[src/design/pgiw_pkg.sv]
// Shared types, constants and helpers for the periodic grid interpolation weight block.
// Used by every module under design/; depends on nothing else.
`timescale 1ns / 1ps
`default_nettype none

package pgiw_pkg;

    // Grid size limits
    localparam int MAX_COLS = 256;
    localparam int MAX_ROWS = 256;

    // Item queue between the front and back parts
    localparam int QDEPTH = 8;
    localparam int QAW    = $clog2(QDEPTH);

    // Configuration register indexes
    localparam logic [2:0] CFG_INV_M00   = 3'd0;
    localparam logic [2:0] CFG_INV_M01   = 3'd1;
    localparam logic [2:0] CFG_INV_M10   = 3'd2;
    localparam logic [2:0] CFG_INV_M11   = 3'd3;
    localparam logic [2:0] CFG_GRID_COLS = 3'd4;
    localparam logic [2:0] CFG_GRID_ROWS = 3'd5;

    localparam logic [16:0] WEIGHT_ONE = 17'd65536;

    typedef enum logic [1:0] {
        MODE_VERTEX = 2'd0,
        MODE_EDGE   = 2'd1,
        MODE_FACE   = 2'd2,
        MODE_NONE   = 2'd3
    } t_mode;

    // One result item
    typedef struct packed {
        logic [16:0]        elem_index;
        logic signed [15:0] cell_off_x;
        logic signed [15:0] cell_off_y;
        logic [16:0]        weight;
        logic               component;
    } t_res;

    // All results of one input item; last_k is the slot of the final one
    typedef struct packed {
        t_res [3:0] res;
        logic [1:0] last_k;
    } t_item;

    // Effective configuration seen by the datapath
    typedef struct packed {
        logic signed [31:0] m00;
        logic signed [31:0] m01;
        logic signed [31:0] m10;
        logic signed [31:0] m11;
        logic [8:0]         nx;
        logic [8:0]         ny;
    } t_cfg;

    // Saturate to a signed 16-bit offset
    function automatic logic signed [15:0] sat16(input logic signed [33:0] v);
        logic signed [15:0] r;
        if (v > 34'sd32767) begin
            r = 16'sh7fff;
        end else if (v < -34'sd32768) begin
            r = 16'sh8000;
        end else begin
            r = v[15:0];
        end
        return r;
    endfunction

    // A count of zero acts as one; a count above the limit clamps to it
    function automatic logic [8:0] eff_count(input logic [8:0] v, input logic [8:0] maxv);
        logic [8:0] r;
        if (v == 9'd0) begin
            r = 9'd1;
        end else if (v > maxv) begin
            r = maxv;
        end else begin
            r = v;
        end
        return r;
    endfunction

endpackage

`default_nettype wire

[src/design/pgiw_queue.sv]
// Short item queue between the front and back parts.
// Depends on pgiw_pkg for the item type and depth.
`timescale 1ns / 1ps
`default_nettype none

module pgiw_queue (
    input  wire logic            i_clk,
    input  wire logic            i_rst_n,
    input  wire logic            i_push,
    input  wire pgiw_pkg::t_item i_item,
    input  wire logic            i_pop,
    output logic                 o_valid,
    output pgiw_pkg::t_item      o_item
);
    import pgiw_pkg::*;

    t_item            r_mem [QDEPTH];
    logic [QAW-1:0]   r_wr, r_rd;
    logic [QAW:0]     r_count;

    // Storage
    always_ff @(posedge i_clk) begin
        if (i_push) begin
            r_mem[r_wr] <= i_item;
        end
    end

    // Pointers and fill count; admission upstream keeps it from overflowing
    always_ff @(posedge i_clk) begin
        if (!i_rst_n) begin
            r_wr    <= '0;
            r_rd    <= '0;
            r_count <= '0;
        end else begin
            if (i_push) begin
                r_wr <= r_wr + QAW'(1);
            end
            if (i_pop) begin
                r_rd <= r_rd + QAW'(1);
            end
            case ({i_push, i_pop})
                2'b10:   r_count <= r_count + (QAW+1)'(1);
                2'b01:   r_count <= r_count - (QAW+1)'(1);
                default: r_count <= r_count;
            endcase
        end
    end

    assign o_valid = (r_count != '0);
    assign o_item  = r_mem[r_rd];

endmodule

`default_nettype wire

[config.mk]
export PLATFORM = sky130hd
export DESIGN_NAME = pgiw_queue
export DESIGN_NICKNAME = d
export VERILOG_FILES = /design/src/design/pgiw_pkg.sv /design/src/design/pgiw_queue.sv
export SDC_FILE = /design/constraint.sdc
export NUM_CORES = 2
export LEC_CHECK = 0
export BUFFER_PORTS_ARGS = -buffer_cell sky130_fd_sc_hd__buf_2
export CAP_MARGIN = 20
export CORE_ASPECT_RATIO = 0.9
export CORE_MARGIN = 2
export CORE_UTILIZATION = 35
export DETAILED_ROUTE_END_ITERATION = 16
export GPL_ROUTABILITY_DRIVEN = 0
export PLACE_DENSITY = 0.48
export SKIP_LAST_GASP = 1
export SYNTH_ARGS = -nofsm -noshare
export SYNTH_HDL_FRONTEND = slang
export SYNTH_SLANG_ARGS = --single-unit
[constraint.sdc]
create_clock -name i_clk -period 39.1 [get_ports i_clk]
set_input_delay 11.73 -clock i_clk [delete_from_list [all_inputs] [get_ports i_clk]]
set_output_delay 11.73 -clock i_clk [all_outputs]
set_load 0.05 [all_outputs]
== Word-level counts from Yosys, hierarchy flattened ==
Memory sizes are Yosys's and may differ from the RTL's. A register that Yosys moved wholly into a read port is not among the register bits.
Cells that the tools add are included.

* Flip-flop bits (word level): 10
* Bits in latches: 0
* Bits in writable memories: 2160
* ROM bits: 0
* Bits of input ports: 274
* Output and inout bits: 271
* Logic and storage cells: 17
* Memories kept: 1

* Add/sub/neg operators: 4
* Multipliers: 0
* Div/mod/pow operators: 0
* Magnitude comparators: 0
* Equality and inequality tests: 2
* Shifts and indexed selects: 0
* Multiplexer cells: 5
* Bitwise logic cells: 0
* Reductions and logical operators: 2

{| class="wikitable"
|+ Memories
! name !! depth !! bits a word !! read ports !! clocked after Yosys merged registers in !! write ports !! line !! text
|-
| r_mem || 8 || 270 || 1 || 1 || 1 || pgiw_queue.sv:17 || <nowiki>t_item r_mem [QDEPTH];</nowiki>
|}

{| class="wikitable"
|+ Operators with widths
! kind !! number
|-
| 4-bit case mux with 2 select lines || 1
|-
| 3-bit by 1-bit adder with 3-bit output, second input constant || 2
|-
| 3-bit 2-to-1 mux || 2
|-
| 4-bit by 1-bit adder with 4-bit output, second input constant || 1
|-
| 4-bit nonzero test || 1
|-
| 4-bit by 1-bit subtractor with 4-bit output, second input constant || 1
|-
| 2-bit by 1-bit equality test with 1-bit output, second input constant || 1
|-
| 2-bit equality test, second input constant || 1
|-
| 1-bit 2-to-1 mux || 2
|-
| 2-bit nonzero test || 1
|}

== Logic depth before layout (Yosys ltp) ==
* Depth after elaboration: 3
* Mapped depth: 8
* Mapped depth without buffers: 8

== Worst setup path after synthesis ==
Ideal clock, no wire load.

* Kind: input to register
* From: in i_push
* To: mem r_mem[0][0] (netlist name) (enable)
* Data arrival time: 29980 ps
* Required time: 37868 ps
* Slack: 7887 ps
* Cell stages on the path: 2
* Cells stage by stage: nand2b_1 > nor3_1

* Word-level cells in the longest chain between the ends: 2

{| class="wikitable"
|+ RTL lines
! item !! line !! text
|-
| start, declared || pgiw_queue.sv:9 || <nowiki>input wire logic i_push,</nowiki>
|-
| 1-bit 2-to-1 mux || pgiw_queue.sv:23 || <nowiki>if (i_push) begin</nowiki>
|-
| 1-bit 2-to-1 mux (implied by the code) || pgiw_queue.sv:24 || <nowiki>r_mem[r_wr] <= i_item;</nowiki>
|-
| end, declared || pgiw_queue.sv:17 ||
|}

Every way passes these cells.

==> results_dict.tcl <==
set metrics [dict create \
    synth_cells 3189 \
    peakVddDrop_v 0.0000388 \
    path_clk_slew_ps 60 \
    finClkSkew_ps 55.1 \
    final_util_pct 40.9 \
    insertion_delay_ps 830 \
    syn_nets 3468 \
    finalMaxSlewViolations 0 \
    min_path_type "register to register" \
    htreeDepth 4 \
    slew_headroom_pct 27.6 \
    clock.fmax_ghz 0.0560 \
    drtIter0Drc 2623 \
    grt_usage_pct 15.5 \
    hold_violations 0 \
    yosysWarnings 0 \
    maxCapViolCount 0 \
    worstPathArrival_ps 6130 \
    drt_wl_total_um 187000 \
    syn_to_final_growth_pct 16.2 \
    power.leakage_nw 29.9 \
    final_cell_mix "2,160 x edfxtp_1, 544 x buf_2, 540 x mux4_2, 271 x mux2_2, 229 x clkbuf_16" \
    drive_gt1_share_pct 43.0 \
    worstMarginPinSlew_ps 1090 \
    finalSetupViolCount 0 \
    post_cts_buffers 0 \
    dieArea_sq_um 238000 \
    grt_pass1_wl_um 270000 \
    power.density_nw_per_um2 55.7 \
    yosys_register_bits 2173 \
    rows 168 \
    pin_count 545 \
    antenna_found_initial 72 \
    min_from "r_count[3]$_SDFFE_PN0P_" \
    via_count 35752 \
    die_y_um 463 \
    overflow 0 \
    num-fill-cells 20370 \
    fin_nets 4153 \
    final_common_cell "edfxtp_1" \
    post_cts_resize_count 0 \
    wl_per_cell_um 26.2 \
    numPortBuffers 544 \
    startpoint_type "register" \
    hold_buffers 0 \
    drc 0 \
    worstPathRequired_ps 27370 \
    die_w_um 514 \
    numCtsBuffers 223 \
    cts-root-buf "clkbuf_16" \
    seq_area_frac_synth_pct 79.4 \
    tns_ps 0 \
    drt-pass1-iter-count 5 \
    synth_area_sq_um 82000 \
    crit_fanout 44 \
    cts_sinks 2173 \
    viasPerCell 5.01 \
    antenna_left 0 \
    cts_buffer_depth 3 \
    period_minus_slack_ps 17860 \
    setup.worst_path.class "register to output port" \
    coreArea_sq_um 233000 \
    status "finished, final reports clean" \
    grt_pass1_vias 37566 \
    initial_core_util_pct 35.2 \
    synth_area_per_cell_sq_um 25.7 \
    rsz0062_at_grt "no" \
    grt_max_degree 128 \
    yosysUniqueCellTypes 29 \
    finalCritPeriodShare_pct 45.7 \
    rr_startpoint "r_wr[0]$_SDFFE_PN0P_" \
    place_hpwl_um 99500 \
    endpoint_kind "output port" \
    cts_tree "yes" \
]
==> cell type report <==
| type | instances | area (sq um) | share of cell area [%] |
|---|---|---|---|
| flip-flops and latches | 2173 | 65100 | 68.4 |
| multi-input cells | 863 | 15600 | 16.4 |
| clock buffers | 276 | 5910 | 6.20 |
| well taps | 3060 | 3830 | 4.02 |
| repair buffers | 612 | 3380 | 3.55 |
| clock inverters | 135 | 1350 | 1.42 |
| diodes | 13 | 32.5 | 0.0341 |
| inverters | 1 | 3.75 | 0.00394 |
==> through the flow <==
stage	cells	cell area [sq um]	setup WS (ps)	total power, W	hold slack [ps]
3_3_place_gp	6708	88000	21770	0.00327	456
4_1_cts	7119	95200	20820	0.00539	484
2_1_floorplan	3189	82000	7890	0.00314	437
6_report	7133	95300	21240	0.00530	481
3_5_place_dp	6708	88000	21750	0.00327	478
5_1_grt	7124	95200	20510	0.00550	550
==> power by group <==
| group | internal [W] | switching [W] |
|---|---|---|
| combinational | 0.000192 | 0.000375 |
| sequential | 0.00262 | 0.0000172 |
| clock | 0.00121 | 0.000881 |
| total | 0.00403 | 0.00127 |
==> critical path: stages, from the launching register on <==
cell	delay, ps
dfxtp_4	970
buf_4	740
buf_4	720
buf_4	740
buf_4	800
mux4_2	590
mux2_2	300
buf_2	220
==> synthesized netlist by cell type <==
cell type  instances  area (sq um)
a21boi_1           1          7.51
a21oi_1            1          5.00
a41oi_1            1          8.76
and2_1             6          37.5
buf_1              9          33.8
buf_12            33           661
buf_2             11          55.1
buf_6             22           248
buf_8              1          15.0
clkbuf_1          76           285
dfxtp_1           13           260
edfxtp_1        2160         64900
ha_1               5          62.6
inv_1              1          3.75
mux2_2           271          3050
mux2i_1            4          40.0
mux4_2           540         12200
nand2_1            6          22.5
nand2b_1           4          25.0
nor2_1             6          22.5
nor2b_1            3          18.8
nor3_1             3          15.0
nor4b_1            1          8.76
o21ai_0            1          5.00
o41ai_1            1          8.76
or3_1              1          6.26
or4_1              1          7.51
xnor2_1            3          26.3
xor2_1             4          35.0
==> metal layers <==
metal	wire (um)	global-route usage, %
met1	83000	21.5
met2	86400	23.8
met3	13200	4.81
met4	3620	3.51
met5	376	0
==> cells by family after synthesis <==
logic type,Yosys count,synth area share (%)
adders and majority gates,5,0.0763
buffers and inverters,153,1.59
DFF,2173,79.4
muxes,815,18.6
xor gates and xnor gates,7,0.0748
and+or+nand+nor,31,0.200
AOI/OAI and AO/OA,5,0.0427
==> flip-flops by register name (all words and copies together), names as in the netlist, named ones only <==
signal	cells
r_wr	3
r_count	4
r_mem	2160
r_rd	3
==> final timing paths <==
| kind | end | slack, ps | depth (start not counted) |
|---|---|---|---|
| max | o_item[187] | 21240 | 7 |
| min | r_count[3]$_SDFFE_PN0P_ | 480 | 2 |
| max reg2reg | r_mem[7][141]$_DFFE_PP_ | 35100 | 5 |
| min reg2reg | r_count[3]$_SDFFE_PN0P_ | 480 | 2 |
Note: power is estimated with default switching activity, not from simulation.
