--- src/design/pgiw_pkg.sv ---
// Shared types, constants and helpers for the periodic grid interpolation weight block.
// Used by every module under design/; depends on nothing else.
`timescale 1ns / 1ps
`default_nettype none

package pgiw_pkg;

    // Grid size limits
    localparam int MAX_COLS = 256;
    localparam int MAX_ROWS = 256;

    // Item queue between the front and back parts
    localparam int QDEPTH = 8;
    localparam int QAW    = $clog2(QDEPTH);

    // Configuration register indexes
    localparam logic [2:0] CFG_INV_M00   = 3'd0;
    localparam logic [2:0] CFG_INV_M01   = 3'd1;
    localparam logic [2:0] CFG_INV_M10   = 3'd2;
    localparam logic [2:0] CFG_INV_M11   = 3'd3;
    localparam logic [2:0] CFG_GRID_COLS = 3'd4;
    localparam logic [2:0] CFG_GRID_ROWS = 3'd5;

    localparam logic [16:0] WEIGHT_ONE = 17'd65536;

    typedef enum logic [1:0] {
        MODE_VERTEX = 2'd0,
        MODE_EDGE   = 2'd1,
        MODE_FACE   = 2'd2,
        MODE_NONE   = 2'd3
    } t_mode;

    // One result item
    typedef struct packed {
        logic [16:0]        elem_index;
        logic signed [15:0] cell_off_x;
        logic signed [15:0] cell_off_y;
        logic [16:0]        weight;
        logic               component;
    } t_res;

    // All results of one input item; last_k is the slot of the final one
    typedef struct packed {
        t_res [3:0] res;
        logic [1:0] last_k;
    } t_item;

    // Effective configuration seen by the datapath
    typedef struct packed {
        logic signed [31:0] m00;
        logic signed [31:0] m01;
        logic signed [31:0] m10;
        logic signed [31:0] m11;
        logic [8:0]         nx;
        logic [8:0]         ny;
    } t_cfg;

    // Saturate to a signed 16-bit offset
    function automatic logic signed [15:0] sat16(input logic signed [33:0] v);
        logic signed [15:0] r;
        if (v > 34'sd32767) begin
            r = 16'sh7fff;
        end else if (v < -34'sd32768) begin
            r = 16'sh8000;
        end else begin
            r = v[15:0];
        end
        return r;
    endfunction

    // A count of zero acts as one; a count above the limit clamps to it
    function automatic logic [8:0] eff_count(input logic [8:0] v, input logic [8:0] maxv);
        logic [8:0] r;
        if (v == 9'd0) begin
            r = 9'd1;
        end else if (v > maxv) begin
            r = maxv;
        end else begin
            r = v;
        end
        return r;
    endfunction

endpackage

`default_nettype wire

--- src/design/pgiw_back.sv ---
// Back part: walks the results of the head item out one per cycle while the receiver is ready.
// Depends on pgiw_pkg. Output register decouples the result channel.
`timescale 1ns / 1ps
`default_nettype none

module pgiw_back (
    input  wire logic            i_clk,
    input  wire logic            i_rst_n,
    input  wire logic            i_q_valid,
    input  wire pgiw_pkg::t_item i_q_item,
    output logic                 o_pop,
    output logic                 o_valid,
    input  wire logic            i_ready,
    output pgiw_pkg::t_res       o_res,
    output logic                 o_last
);
    import pgiw_pkg::*;

    logic [1:0] r_k;
    logic       r_valid;
    logic       load, at_last;

    // Load a new result whenever the queue holds an item and the output register is free or draining
    assign load    = i_q_valid && (!r_valid || i_ready);
    assign at_last = (r_k == i_q_item.last_k);
    assign o_pop   = load && at_last;

    always_ff @(posedge i_clk) begin
        if (!i_rst_n) begin
            r_k     <= 2'd0;
            r_valid <= 1'b0;
        end else begin
            if (load) begin
                r_valid <= 1'b1;
                r_k     <= at_last ? 2'd0 : r_k + 2'd1;
            end else if (i_ready) begin
                r_valid <= 1'b0;
            end
        end
    end

    // Result payload
    always_ff @(posedge i_clk) begin
        if (load) begin
            o_res  <= i_q_item.res[r_k];
            o_last <= at_last;
        end
    end

    assign o_valid = r_valid;

endmodule

`default_nettype wire

--- config.mk ---
export PLATFORM = sky130hd
export DESIGN_NAME = pgiw_back
export DESIGN_NICKNAME = d
export VERILOG_FILES = /design/src/design/pgiw_pkg.sv /design/src/design/pgiw_back.sv
export SDC_FILE = /design/constraint.sdc
export NUM_CORES = 1
export LEC_CHECK = 0
export ABC_AREA = 1
export BUFFER_PORTS_ARGS = -buffer_cell sky130_fd_sc_hd__buf_4
export CORE_AREA = 2 2 135 137
export CTS_CLUSTER_SIZE = 30
export DETAILED_ROUTE_END_ITERATION = 10
export DIE_AREA = 0 0 137 139
export GPL_TIMING_DRIVEN = 0
export PLACE_DENSITY_LB_ADDON = 0.3
export SYNTH_ARGS = -nofsm -noshare
export SYNTH_HDL_FRONTEND = slang
export SYNTH_SLANG_ARGS = --single-unit
--- constraint.sdc ---
create_clock -name i_clk -period 10.93 [get_ports i_clk]
set_input_delay 0 -clock i_clk [delete_from_list [all_inputs] [get_ports i_clk]]
set_output_delay 0 -clock i_clk [all_outputs]
set_load 0.005 [all_outputs]
**Word level (Yosys, flattened, before mapping)**

Cells that the tools add are included.

- Latch bits: 0
- Memories: 0
- Word-level logic and storage cells: 21
- Bits in writable memories: 0
- Bits of input ports: 274
- Output and inout bits: 70
- ROM bits: 0
- Register bits after elaboration: 71

- Equal/unequal tests: 1
- Bitwise gates (word level): 0
- $add $sub $neg: 1
- Multiplexer cells: 5
- Divide/modulo/power cells: 0
- Multiply operators: 0
- Shift-type cells: 0
- Reduce and logical (&&, ||, !) cells: 5
- $lt $le $gt $ge: 1

Operators with widths:

| kind | count |
|---|---|
| $bmux W67 S2 | 1 |
| $mux W67 | 1 |
| $lt A2 B3 Y1 const B | 1 |
| $add A2 B1 Y2 const B | 1 |
| $eq A2 B2 Y1 | 1 |
| $logic_and A1 B1 Y1 | 2 |
| $mux W1 | 2 |
| $mux W2 | 1 |
| $reduce_bool A2 Y1 | 1 |
| $logic_not A1 Y1 | 1 |
| $logic_or A1 B1 Y1 | 1 |

**Depth between registers and ports, before layout**

- Depth after elaboration: 4
- Gate-level depth with buffers: 7
- Depth with buffers taken out: 6

**Worst setup path before layout**

Ideal clock, no wire load.

- Kind: reg2reg
- From: register r_valid (netlist: o_valid)
- To: register r_k[0]
- Required time: 10.812 ns
- Setup time: 0.118 ns
- Path buffers: 0
- Arrival: 4.270 ns
- Clock period less this slack: 4.388 ns
- Slack: 6.542 ns
- Cell stages (with the launch flop): 5
- Cell sequence: dfxtp_1 a21oi_1 nand3_1 nand2_1 nor2_1

- Cells in the longest elaborated chain, start to end: 3

Ends and longest elaborated chain:

| item | RTL line | text |
|---|---|---|
| start: declaration | pgiw_back.sv:20 | `logic r_valid;` |
| start signal: assignment | pgiw_back.sv:31 | `r_valid <= 1'b0;` |
| start signal: assignment | pgiw_back.sv:34 | `r_valid <= 1'b1;` |
| start signal: assignment | pgiw_back.sv:37 | `r_valid <= 1'b0;` |
| $logic_not A1 Y1 | pgiw_back.sv:24 | `assign load = i_q_valid && (!r_valid \|\| i_ready);` |
| $logic_or A1 B1 Y1 | pgiw_back.sv:24 |  |
| $logic_and A1 B1 Y1 | pgiw_back.sv:24 |  |
| named net load | pgiw_back.sv:21 | `logic load, at_last;` |
| end signal: assignment | pgiw_back.sv:35 | `r_k <= at_last ? 2'd0 : r_k + 2'd1;` |
| end: declaration | pgiw_back.sv:19 | `logic [1:0] r_k;` |

The timed path passes the listed nets, and every way through them passes these cells.
A chain may end at the register's enable or synchronous reset.

**Final worst setup path**

- From: register r_valid (netlist: o_valid)
- To: register r_k[1]

Same word-level chain as after synthesis.

==> results.md <==
- Clock network power share: 29.9%
- Reg2reg end: r_k[1]
- Fin area: 7507 um^2
- First-pass GRT wire length: 26.79 mm
- Startpoint types: register
- Clock Path Buffers: 2
- Die Y: ~140 um
- Max-cap viol count: 0
- Hold slack: 16.05 ps
- Syn Inst Count: 478
- Final setup vio count: 0
- I/O Pins: 344
- Vias per inst: 4.698
- Iteration-0 DRC Markers: 246
- CTS buffer count: 9
- Synthesized area: 4046 um^2
- Reg-to-reg startpoint: o_valid
- Remaining DRCs: 0
- Post-DP HPWL: ~14 mm
- CTS tree: built
- Area of placed instances: 7002 um^2
- Remaining global-route overflow: 0
- Drt pass-1 iters: 4
- Area growth, synth to finish: 85.53%
- Relative slew margins: 48.71%
- RD Place Congestion: roughly 0.83
- Fin crit period: 2061 ps
- Met2 WL: 8.970 mm
- DRT Wirelength: 18.20 mm
- Resize count post-CTS: 0
- Fmax: 485.2 MHz
- Synth cell types: 19
- Total track usage: 18.33%
- Max Slew Vio Count: 0
- Die area: 19040 um^2
- Min-delay src: i_q_item[28]
- Port buffer count: 343
- Status: finished clean
- Die Wd: 137 um
- Vias: 5135
- Crit path max fanout: 17
- # nets final: 1135
- Net Switching: 234.9 uW
- Gate power share: 29.9%
- Worst-Margin Slew: 767.6 ps
- Fin crit share: between 10% and 20%
- Met3 Routed Length: 1.614 mm
- Clk_skew: 9.297 ps
- Net Count, Synth: ~750
- Max layer used: met4
- Initial antenna violation count: 0
- Unrepaired setup endpoints after global routing: no
- Hold path depth: 3
- Initial Utilization: 22.92%
- WL met1: 7.154 mm
- Sw frac: between 20 and 30%
- Worst ir drop on vdd: 0.06388 mV
- Worst EP required: 11140 ps
- Fillcell total: between 1500 and 2000
- Clk root buf: clkbuf_16
- Hold Path Sink: o_res[26]
- Num rows: 49
- CP Class: reg -> reg
- Layout cells sized above 1: 43.87%
- Internal: between 600 and 700 uW
- Endpoints failing hold: 0
- Critical Path End Type: register
- Ant diodes: 0
- WL/cell: 16.66 um
- R2R Setup Slk: 8870 ps
- Clock sinks: 71
- Core area: about 18000 um^2
- LEAKAGE: 0.003350 uW
- Synth Register Bits: 71
- Hold Crit Class: in -> reg
- Clk Latency, worst-skew pair: around 340 ps
- Largest net degree at the start of global routing: 20
- Sequential share of the synthesized area: 51.95%
- Setup TNS Final: 0 ps
- Clock transition at path regs: 60 ps
- Worst Path Arrival: 2280 ps
- Reg power frac: 40.2%
- H-tree lvl count: 3
- Vias in the first global route: 5162
- Average size of a mapped cell: ~8.5 um^2
- Yosys warnings: 0
- R2R depth: 5
- Remaining antenna violation count after routing: 0
- Power Dens Cells: between 100 and 150 nW/um^2
[critical path, stage by stage, from the launching register on]
cell and delay, ps:
dfxtp_1 350, a21oi_4 640, nand3_1 240, nand2_1 140, nor2_1 40, dlygate4sd3_1 540
[power by group through the flow]
stage	Clock (uW)	Sequential, uW	Combinational (uW)
2_1_floorplan	0	356	90.0
3_3_place_gp	0	354	247
3_5_place_dp	0	352	252
4_1_cts	267	346	260
5_1_grt	276	349	283
6_report	258	346	258
[logic make-up after synthesis]
| family | count (synthesis) | share of synthesized area, % |
|---|---|---|
| compound gates | 203 | 27.24 |
| flops | 71 | 51.95 |
| buf+inv | 51 | 6.493 |
| simple gates | 153 | 14.32 |
[through the flow]
step / power [uW] / util [%] / setup slack (ps) / instances
after global placement: 600.1 / 39.12 / 4118 / 1050
after detailed placement: 604.1 / 39.65 / 9178 / 1053
after global routing: 906.8 / 42.52 / 8686 / 1093
after CTS: 873.7 / 42.52 / 8801 / 1093
final: 862.0 / 42.52 / 8869 / 1093
after floorplan: 445.7 / - / 6542 / 478
[how the worst max path moves through the flow]
stage	endpoint	slack, ps	from
2_1_floorplan	r_k[0]	6540	o_valid
3_3_place_gp	r_k[0]	4120	o_valid
3_5_place_dp	o_res[52]	9180	o_valid
4_1_cts	r_k[1]	8800	o_valid
5_1_grt	r_k[1]	8690	o_valid
6_report	r_k[1]	8870	o_valid
[Yosys cell counts]
cell type  instances  share of area (%)
a21boi_0           1               0.19
nor2_1           136                 13
o21ai_0          130                 16
nand3_1            2               0.25
clkbuf_2           1               0.12
a21oi_1            1               0.12
o22ai_1           67                 10
nand4_1            1               0.15
o21ai_1            4               0.49
buf_2              9                1.1
nand2_1           14                1.3
inv_2              1              0.093
dfxtp_1            3                1.5
buf_4              5               0.93
edfxtp_1          68                 50
inv_4              1               0.15
inv_1              6               0.56
clkbuf_1          23                2.1
buf_6              5                1.4
[final cells by class]
class                      count  area [um^2]  share of cell area [%]
timing repair buffer         372         2918                   38.87
clock inverter                 3        12.51                  0.1667
clock buffer                  11        232.7                   3.100
inverter                       8        32.53                  0.4333
tap                          229        286.5                   3.817
buffer                        43        230.2                   3.067
sequential                    71         2102                   28.00
multi-input combinational    356         1693                   22.55
[cells in the final DEF (no fill, tap or decap), types with 2 or more instances in the layout]
| cell type | Yosys | routed |
|---|---|---|
| clkbuf_16 | 0 | 9 |
| o22ai_1 | 67 | 67 |
| dlygate4sd3_1 | 0 | 26 |
| clkbuf_1 | 23 | 25 |
| buf_6 | 5 | 5 |
| nor2_1 | 136 | 136 |
| inv_1 | 6 | 6 |
| clkinv_1 | 0 | 2 |
| dfxtp_1 | 3 | 3 |
| nand3_1 | 2 | 2 |
| edfxtp_1 | 68 | 68 |
| buf_4 | 5 | 348 |
| buf_2 | 9 | 9 |
| buf_16 | 0 | 3 |
| nand2_1 | 14 | 14 |
| o21ai_0 | 130 | 130 |
| o21ai_1 | 4 | 4 |
[registers in the layout (all words and copies together) (netlist names)]
| signal | cells |
|---|---|
| o_last | 1 |
| o_res | 67 |
| o_valid | 1 |
| r_k | 2 |
[repair_timing]
item                                   in CTS  in global routing
buffers inserted                            0                  0
hold buffers                               26                  0
endpoints found under the hold margin      27                  0
[layer usage]
metal  GRT usage (%)  up-vias
met5               0        -
met4           7.379        0
met3           4.825       31
met2           31.87      262
met1           21.15     2340
li1                -     2502
(Power assumes the default switching activity.)
